File: src/rtl/iak_pkg.sv
// Package for the iambic keyer: constants, codes and item types.
`default_nettype none
package iak_pkg;

  // Width of the tick time base, which advances once per accepted item
  localparam int TIME_W = 32;

  localparam int DOT_W    = 12;
  localparam int DASH_W   = 14;
  localparam int PTT_W    = 10;
  localparam int TWITCH_W = 12;
  localparam int GAP_W    = 14;
  localparam int CFG_IDX_W  = 2;
  localparam int CFG_DATA_W = 14;

  localparam logic [GAP_W-1:0]  TWITCH_MAX    = GAP_W'(10000);
  localparam logic [GAP_W-1:0]  IDLE_TWITCHES = GAP_W'(100);
  localparam logic [TIME_W-1:0] NEXT_TR_RESET = TIME_W'(100);

  localparam logic [DOT_W-1:0]    DOT_RESET    = DOT_W'(100);
  localparam logic [DASH_W-1:0]   DASH_RESET   = DASH_W'(300);
  localparam logic [PTT_W-1:0]    PTT_RESET    = PTT_W'(0);
  localparam logic [TWITCH_W-1:0] TWITCH_RESET = TWITCH_W'(10);

  // Configuration register indexes
  typedef enum logic [CFG_IDX_W-1:0] {
    CFG_DOT    = 2'd0,
    CFG_DASH   = 2'd1,
    CFG_PTT    = 2'd2,
    CFG_TWITCH = 2'd3
  } cfg_index_t;

  // Keyer phases
  typedef enum logic [1:0] {
    PH_DIT     = 2'd0,
    PH_DAH     = 2'd1,
    PH_UP      = 2'd2,
    PH_UP_LONG = 2'd3
  } keyer_phase_t;

  // Element start codes
  localparam logic [1:0] START_NONE = 2'd0;
  localparam logic [1:0] START_DIT  = 2'd1;
  localparam logic [1:0] START_DAH  = 2'd2;

  typedef struct packed {
    logic dit_pressed;
    logic dah_pressed;
    logic paddle_enabled;
  } in_item_t;

  typedef struct packed {
    logic             key_level;
    logic [1:0]       element_start;
    logic             report_valid;
    logic [GAP_W-1:0] gap_count;
  } out_item_t;

endpackage
`default_nettype wire

File: src/rtl/iambic_a_keyer.sv
// Iambic mode A keyer: one tick item in, one result item out.
// The result of an item is registered and is valid in the cycle after the item is accepted.
// Throughput: one item per cycle; the input is ready whenever the output register
//   is empty or is being emptied in the same cycle.
// Reset (rst, synchronous): time base and latches cleared, phase long key up,
//   next transition at tick 100, registers back to their default lengths.
`default_nettype none
module iambic_a_keyer (
  input  wire logic                          clk,
  input  wire logic                          rst,
  input  wire logic                          in_valid,
  output logic                               in_ready,
  input  wire iak_pkg::in_item_t             in_data,
  output logic                               out_valid,
  input  wire logic                          out_ready,
  output iak_pkg::out_item_t                 out_data,
  input  wire logic                          cfg_we,
  input  wire logic [iak_pkg::CFG_IDX_W-1:0] cfg_index,
  input  wire logic [iak_pkg::CFG_DATA_W-1:0] cfg_data
);

  localparam int TW = iak_pkg::TIME_W;

  // Configuration registers
  logic [iak_pkg::DOT_W-1:0]    dot_ticks;
  logic [iak_pkg::DASH_W-1:0]   dash_ticks;
  logic [iak_pkg::PTT_W-1:0]    ptt_delay_ticks;
  logic [iak_pkg::TWITCH_W-1:0] twitch_ticks;

  // Keyer state
  logic [TW-1:0]              time_now;
  logic [TW-1:0]              next_transition, next_transition_next;
  logic [TW-1:0]              read_open_time, read_open_time_next;
  logic [TW-1:0]              twitch_deadline, twitch_deadline_next;
  iak_pkg::keyer_phase_t      keyer_phase, keyer_phase_next;
  iak_pkg::keyer_phase_t      previous_phase, previous_phase_next;
  logic                       dit_latched, dit_latched_next;
  logic                       dah_latched, dah_latched_next;
  logic [iak_pkg::GAP_W-1:0]  twitch_total, twitch_total_next;

  iak_pkg::out_item_t         result;
  logic                       accept;

  // Intermediate values
  logic                       read_open;
  logic                       dit_l, dah_l;
  logic                       twitch_hit;
  logic [iak_pkg::GAP_W-1:0]  twitch_inc;
  logic                       fire;
  logic                       starts;
  logic                       start_dit;
  logic [iak_pkg::DASH_W-1:0] elem_len;
  logic [15:0]                len_ptt;
  logic [15:0]                len_ptt_q;
  logic [1:0]                 start_code;
  logic                       rep;
  logic [iak_pkg::GAP_W-1:0]  gap;

  assign in_ready = !out_valid || out_ready;
  assign accept   = in_valid && in_ready;

  // Paddle latching and twitch counting, ahead of the phase decision
  always_comb begin
    read_open  = (time_now >= read_open_time);
    dit_l      = dit_latched || (read_open && in_data.dit_pressed);
    dah_l      = dah_latched || (read_open && in_data.dah_pressed);
    twitch_hit = (twitch_deadline <= time_now);
    twitch_inc = twitch_total;
    if (twitch_hit && (twitch_total < iak_pkg::TWITCH_MAX)) begin
      twitch_inc = twitch_total + 1'b1;
    end
    fire = in_data.paddle_enabled && (time_now >= next_transition);
  end

  // Next phase and timer updates
  always_comb begin
    keyer_phase_next     = keyer_phase;
    previous_phase_next  = previous_phase;
    next_transition_next = next_transition;
    read_open_time_next  = read_open_time;
    dit_latched_next     = dit_l;
    dah_latched_next     = dah_l;
    twitch_total_next    = twitch_inc;
    twitch_deadline_next = twitch_hit ? (time_now + TW'(twitch_ticks)) : twitch_deadline;
    if (fire) begin
      case (keyer_phase)
        iak_pkg::PH_DIT, iak_pkg::PH_DAH: keyer_phase_next = iak_pkg::PH_UP;
        default: begin
          if (previous_phase == iak_pkg::PH_DIT) begin
            if (dah_l) keyer_phase_next = iak_pkg::PH_DAH;
            else if (dit_l) keyer_phase_next = iak_pkg::PH_DIT;
          end else begin
            if (dit_l) keyer_phase_next = iak_pkg::PH_DIT;
            else if (dah_l) keyer_phase_next = iak_pkg::PH_DAH;
          end
        end
      endcase
      previous_phase_next = keyer_phase;
      if (starts) begin
        next_transition_next = time_now + TW'(len_ptt);
        read_open_time_next  = time_now + TW'(len_ptt_q);
        dit_latched_next     = 1'b0;
        dah_latched_next     = 1'b0;
      end else if (keyer_phase_next == iak_pkg::PH_UP) begin
        if (keyer_phase == iak_pkg::PH_UP) begin
          // Idle gap: report and go to long key up
          if (twitch_inc >= iak_pkg::IDLE_TWITCHES) begin
            twitch_total_next = '0;
            keyer_phase_next  = iak_pkg::PH_UP_LONG;
          end
        end else begin
          // End of an element: one-dot gap
          twitch_total_next    = '0;
          next_transition_next = time_now + TW'(dot_ticks);
        end
      end
    end
  end

  // Element length and start detection
  always_comb begin
    starts    = fire && (keyer_phase != iak_pkg::PH_DIT) && (keyer_phase != iak_pkg::PH_DAH)
                && (dit_l || dah_l);
    // after a dit a latched dah wins, otherwise a latched dit wins
    start_dit = (previous_phase == iak_pkg::PH_DIT) ? !dah_l : dit_l;
    elem_len  = start_dit ? iak_pkg::DASH_W'(dot_ticks) : dash_ticks;
    len_ptt   = 16'(elem_len) + 16'(ptt_delay_ticks);
    len_ptt_q = len_ptt + 16'(dot_ticks[iak_pkg::DOT_W-1:2]);
  end

  // Result item
  always_comb begin
    start_code = iak_pkg::START_NONE;
    rep        = 1'b0;
    gap        = '0;
    if (starts) begin
      rep        = 1'b1;
      gap        = twitch_inc;
      start_code = (keyer_phase_next == iak_pkg::PH_DIT) ? iak_pkg::START_DIT
                                                         : iak_pkg::START_DAH;
    end else if (fire && (keyer_phase == iak_pkg::PH_UP)
                 && (twitch_inc >= iak_pkg::IDLE_TWITCHES)) begin
      rep = 1'b1;
      gap = twitch_inc;
    end
    result.key_level     = (keyer_phase_next == iak_pkg::PH_DIT) ||
                           (keyer_phase_next == iak_pkg::PH_DAH);
    result.element_start = start_code;
    result.report_valid  = rep;
    result.gap_count     = gap;
  end

  // Configuration writes
  always_ff @(posedge clk) begin
    if (rst) begin
      dot_ticks       <= iak_pkg::DOT_RESET;
      dash_ticks      <= iak_pkg::DASH_RESET;
      ptt_delay_ticks <= iak_pkg::PTT_RESET;
      twitch_ticks    <= iak_pkg::TWITCH_RESET;
    end else if (cfg_we) begin
      case (cfg_index)
        iak_pkg::CFG_DOT:    dot_ticks       <= cfg_data[iak_pkg::DOT_W-1:0];
        iak_pkg::CFG_DASH:   dash_ticks      <= cfg_data[iak_pkg::DASH_W-1:0];
        iak_pkg::CFG_PTT:    ptt_delay_ticks <= cfg_data[iak_pkg::PTT_W-1:0];
        iak_pkg::CFG_TWITCH: twitch_ticks    <= cfg_data[iak_pkg::TWITCH_W-1:0];
        default: ;
      endcase
    end
  end

  // Keyer state, advanced once per accepted item
  always_ff @(posedge clk) begin
    if (rst) begin
      time_now        <= '0;
      next_transition <= iak_pkg::NEXT_TR_RESET;
      read_open_time  <= '0;
      twitch_deadline <= '0;
      keyer_phase     <= iak_pkg::PH_UP_LONG;
      previous_phase  <= iak_pkg::PH_UP_LONG;
      dit_latched     <= 1'b0;
      dah_latched     <= 1'b0;
      twitch_total    <= '0;
    end else if (accept) begin
      time_now        <= time_now + 1'b1;
      next_transition <= next_transition_next;
      read_open_time  <= read_open_time_next;
      twitch_deadline <= twitch_deadline_next;
      keyer_phase     <= keyer_phase_next;
      previous_phase  <= previous_phase_next;
      dit_latched     <= dit_latched_next;
      dah_latched     <= dah_latched_next;
      twitch_total    <= twitch_total_next;
    end
  end

  // Output register
  always_ff @(posedge clk) begin
    if (rst) begin
      out_valid <= 1'b0;
    end else if (accept) begin
      out_valid <= 1'b1;
    end else if (out_ready) begin
      out_valid <= 1'b0;
    end
  end

  always_ff @(posedge clk) begin
    if (accept) begin
      out_data <= result;
    end
  end

endmodule
`default_nettype wire
File: config.mk
export PLATFORM = sky130hd
export DESIGN_NAME = iambic_a_keyer
export DESIGN_NICKNAME = d
export VERILOG_FILES = /design/src/rtl/iak_pkg.sv /design/src/rtl/iambic_a_keyer.sv
export SDC_FILE = /design/constraint.sdc
export NUM_CORES = 1
export LEC_CHECK = 0
export ABC_AREA = 1
export ABC_CLOCK_PERIOD_IN_PS = 6010
export BUFFER_PORTS_ARGS = -buffer_cell sky130_fd_sc_hd__buf_2
export CELL_PAD_IN_SITES_DETAIL_PLACEMENT = 1
export CELL_PAD_IN_SITES_GLOBAL_PLACEMENT = 1
export CORE_MARGIN = 1.5
export CORE_UTILIZATION = 42
export CTS_BUF_LIST = sky130_fd_sc_hd__clkbuf_16
export DETAILED_ROUTE_END_ITERATION = 8
export PLACE_DENSITY = 0.79
export REMOVE_ABC_BUFFERS = 1
export SYNTH_ARGS = -nofsm -noshare
export SYNTH_HDL_FRONTEND = slang
export SYNTH_SLANG_ARGS = --single-unit
File: constraint.sdc
create_clock -name clk -period 6.01 [get_ports clk]
set_clock_uncertainty 0.05 [all_clocks]
set_input_delay 0.3005 -clock clk [delete_from_list [all_inputs] [get_ports clk]]
set_output_delay 0.3005 -clock clk [all_outputs]
set_load 0.02 [all_outputs]
==> key figures <==
Floorplan
  • Die area: around 36000 µm²
  • I/O pins: 44
  • Initial Util: 0.4307
  • Site Rows: 67
  • DIE HEIGHT: between 150 and 200 µm
  • Core area: ~34000 µm²
  • Die width: between 150 and 200 µm

Clock network
  • CTS buffer count: 28
  • CTS tree: yes
  • Clock sinks: ~220
  • H-tree Lvls: 1
  • Root buffer cell: clkbuf_16
  • Clock Latency Late Sink: 570 ps
  • Clk slew on worst S/H paths: approximately 60 ps
  • Clock Tree Buf Depth: 3

Status
  • Status: completed

Critical path
  • Crit Path Max Fanout: 5
  • CP peak stage delay: between 300 and 400 ps
  • Critical Path RT: 6450 ps
  • Critical R2R Launch: read_open_time[31]$_SDFFE_PP0P_
  • Setup Crit Path Kind: reg2reg
  • Setup crit end kind: register
  • Slowest-stage cell, CP: fa_2
  • Critical Path Start: read_open_time[31]$_SDFFE_PP0P_
  • Startpoint Class: register
  • Worst EP arrival: between 6000 and 7000 ps
  • Reg2reg setup slack: approximately 17 ps

Detailed routing
  • First-pass detailed-route iteration total: 5
  • Average wire per cell in the routed design: 19.51 µm
  • Final WL: just over 50 mm
  • Routed via count: approximately 15000
  • Residual DRC count: 0
  • Vias per inst: around 5.6
  • Initial drt markers: ~960
  • Detail Route Antenna Nets: 0

Synthesis
  • Mapped Area: 14550 µm²
  • Fraction of registers with async set or reset after synthesis: 0
  • Netlist cell types: 52
  • Syn_area_per_cell: approximately 7.3 µm²
  • Area leader, netlist: dfxtp_1
  • Yosys top cell area share: 0.2710
  • YS warnings: 0
  • Main synth FF type: dfxtp_1
  • Number of flops mapped to enable cells by yosys: 18
  • Register area share after synthesis: 0.3082
  • Cells after synthesis: 2002
  • Flop and latch count out of synthesis: approximately 220
  • Area contributors post-synth: dfxtp_1 27%, ha_1 14%, nand2_1 8.7%

Placed design
  • Port Buffers: 43
  • Cell Count Post-Placement: about 2600
  • Routability cong.: roughly 0.9
  • Hpwl dp: about 36 mm

Pwr
  • Reg power frac: 0.323
  • Cell Int Power: between 3 and 4 mW
  • LEAKAGE: around 7.8 nW
  • Sw Share: 0.3468
  • Worst VDD drop: around 0.25 mV
  • Logic pwr share: 0.301
  • Power Density: 279.8 nW/µm²
  • Clk pwr share: 0.377
  • Net switching power: approximately 1.8 mW

STA
  • Final Slew Violations: 0
  • Final worst path period need: 5993 ps
  • Max Fclk: 0.1669 GHz
  • Slew HR: 0.3009
  • Final Hold Violating Endpoints: 0
  • RSZ-0062 raised after global routing: true
  • Final setup vio count: 0
  • Fin crit share: 0.9972
  • Worst-Margin Slew: about 1000 ps

Layout
  • Share of cells above drive strength 1: 0.2021
  • Seq. cell area: between 4000 and 5000 µm²
  • Final cell count without fillers: approximately 2600
  • Layout filler cell count: 4212
  • Area delta synth->final: 24.35%
  • Post-Route Utilization: 0.5356
  • Final net count: 2370
  • Diode count: 0
  • Area of the multi-input gates: 9548 µm²

Global routing
  • Total gr overflow: 0
  • Largest net degree at the start of global routing: 100
  • Initial antenna violation count: 0
  • First-pass GRT wire length: 78.92 mm
  • Total Routing Usage GR: 0.2762
  • Vias in the first global route: approximately 15000

Flow run
  • MaxCap Viol Count: 0

Worst hold path
  • Hold Startpoint: in_data[2]
  • Hold Path Class: in2reg
==> power groups by stage <==
stage               combinational, mW  clock [mW]  sequential (mW)
floorplan                       0.950           0             1.65
detailed placement               1.44           0             1.66
finish                           1.52        1.91             1.63
CTS                              1.47        1.93             1.63
global route                     1.69        1.98             1.64
global placement                 1.37           0             1.65
==> registers in the layout, summed over array words and instances (netlist names), 10 cells and up <==
register	cells
dash_ticks	14
time_now	32
dot_ticks	12
twitch_deadline	32
ptt_delay_ticks	10
out_data	18
twitch_ticks	12
twitch_total	14
read_open_time	32
next_transition	32
==> timing repair <==
item                                   4_1_cts  5_1_grt
endpoints found under the hold margin       29        0
pin swaps                                    6       68
setup buffers                                2       10
cloned                                       0        0
setup endpoints to repair                   38       42
gates resized for setup                     27      155
hold buffers                                16        0
==> stage by stage <==
stage | hold WS [ps] | area, µm² | worst slack, ps | setup TNS, ps | total power [mW]
after floorplan | 312.9 | 14250 | 186.0 | 0 | 2.597
after global placement | 389.6 | 16060 | -191.7 | -2349 | 3.019
after detailed placement | 397.0 | 16060 | -537.7 | -12080 | 3.094
after CTS | 126.9 | 17350 | 23.28 | 0 | 5.026
after global routing | 135.0 | 18090 | -344.7 | -8220 | 5.312
final | 102.8 | 18090 | 16.82 | 0 | 5.062
==> kinds of logic after synthesis <==
| kind of cell | share of synthesized area |
|---|---|
| and+or+nand+nor | 0.2078 |
| AOI/OAI and AO/OA | 0.1905 |
| buffers and inverters | 0.08556 |
| DFF | 0.3082 |
| adders and majority gates | 0.1543 |
| xor gates and xnor gates | 0.05297 |
| muxes | 0.0006880 |
==> cell usage after synthesis, types with 11 or more instances <==
master,number
a21oi_2,21
xnor2_1,23
a21oi_1,234
o21ai_0,197
nor2_1,192
fa_1,14
nand4_1,19
ha_1,157
xor2_1,65
inv_1,237
buf_2,11
clkbuf_1,44
edfxtp_1,18
nor3_1,28
a31oi_1,13
nand2_1,339
nand3_1,70
nand2_2,20
dfxtp_1,197
==> layout by cell type (no fill, tap or decap), types with 7 or more instances in the layout <==
cell and instances:
nand2_1 311, inv_1 227, a21oi_1 214, dfxtp_1 188, o21ai_0 179, nor2_1 176
buf_4 145, ha_1 136, nand3_1 65, xor2_1 58, buf_2 43, a21oi_2 39
nand2_2 34, clkbuf_16 29, nor3_1 28, xnor2_1 23, ha_4 21, nand4_1 19
nand2_4 18, edfxtp_1 18, inv_2 17, o21ai_1 17, dlygate4sd3_1 16, fa_1 13
a31oi_1 12, nor2_2 10, nor2_4 10, clkinv_2 10, o21ai_2 9, clkinv_1 9
nand3_2 9, dfxtp_2 9, o211ai_1 8, o21a_1 8, bufinv_16 8, o21bai_1 7
==> layout make-up <==
cell class | instances | area share
repair buffers | 207 | 0.08277
clock inverters | 23 | 0.01729
well taps | 448 | 0.03098
flip-flops and latches | 215 | 0.2485
multi-input cells | 1471 | 0.5277
clock buffers | 29 | 0.04011
inverters | 252 | 0.05269
==> final timing paths <==
path                                           to  depth (start not counted)
setup / recovery  read_open_time[30]$_SDFFE_PP0P_                         44
setup reg to reg  read_open_time[30]$_SDFFE_PP0P_                         44
hold / removal           dit_latched$_SDFFE_PP0P_                          5
hold reg to reg   ptt_delay_ticks[8]$_SDFFE_PP0P_                          2
==> routing by layer <==
layer,share of wire,GRT usage,vias to the layer above
met5,0,0,-
met3,0.041,0.03466,109
met1,0.45,0.3471,7216
li1,-,-,7016
met2,0.48,0.4890,361
met4,0.034,0.08822,0
==> worst max-delay path, delay by kind of cell (launching register included) <==
kind	cells	cell delay (ps)
DFF	1	340
buffers and inverters	8	760
and+or+nand+nor	22	2170
adders and majority gates	5	1300
xor gates and xnor gates	1	190
AOI/OAI and AO/OA	8	1090
Power figures use the tool's default switching activity.
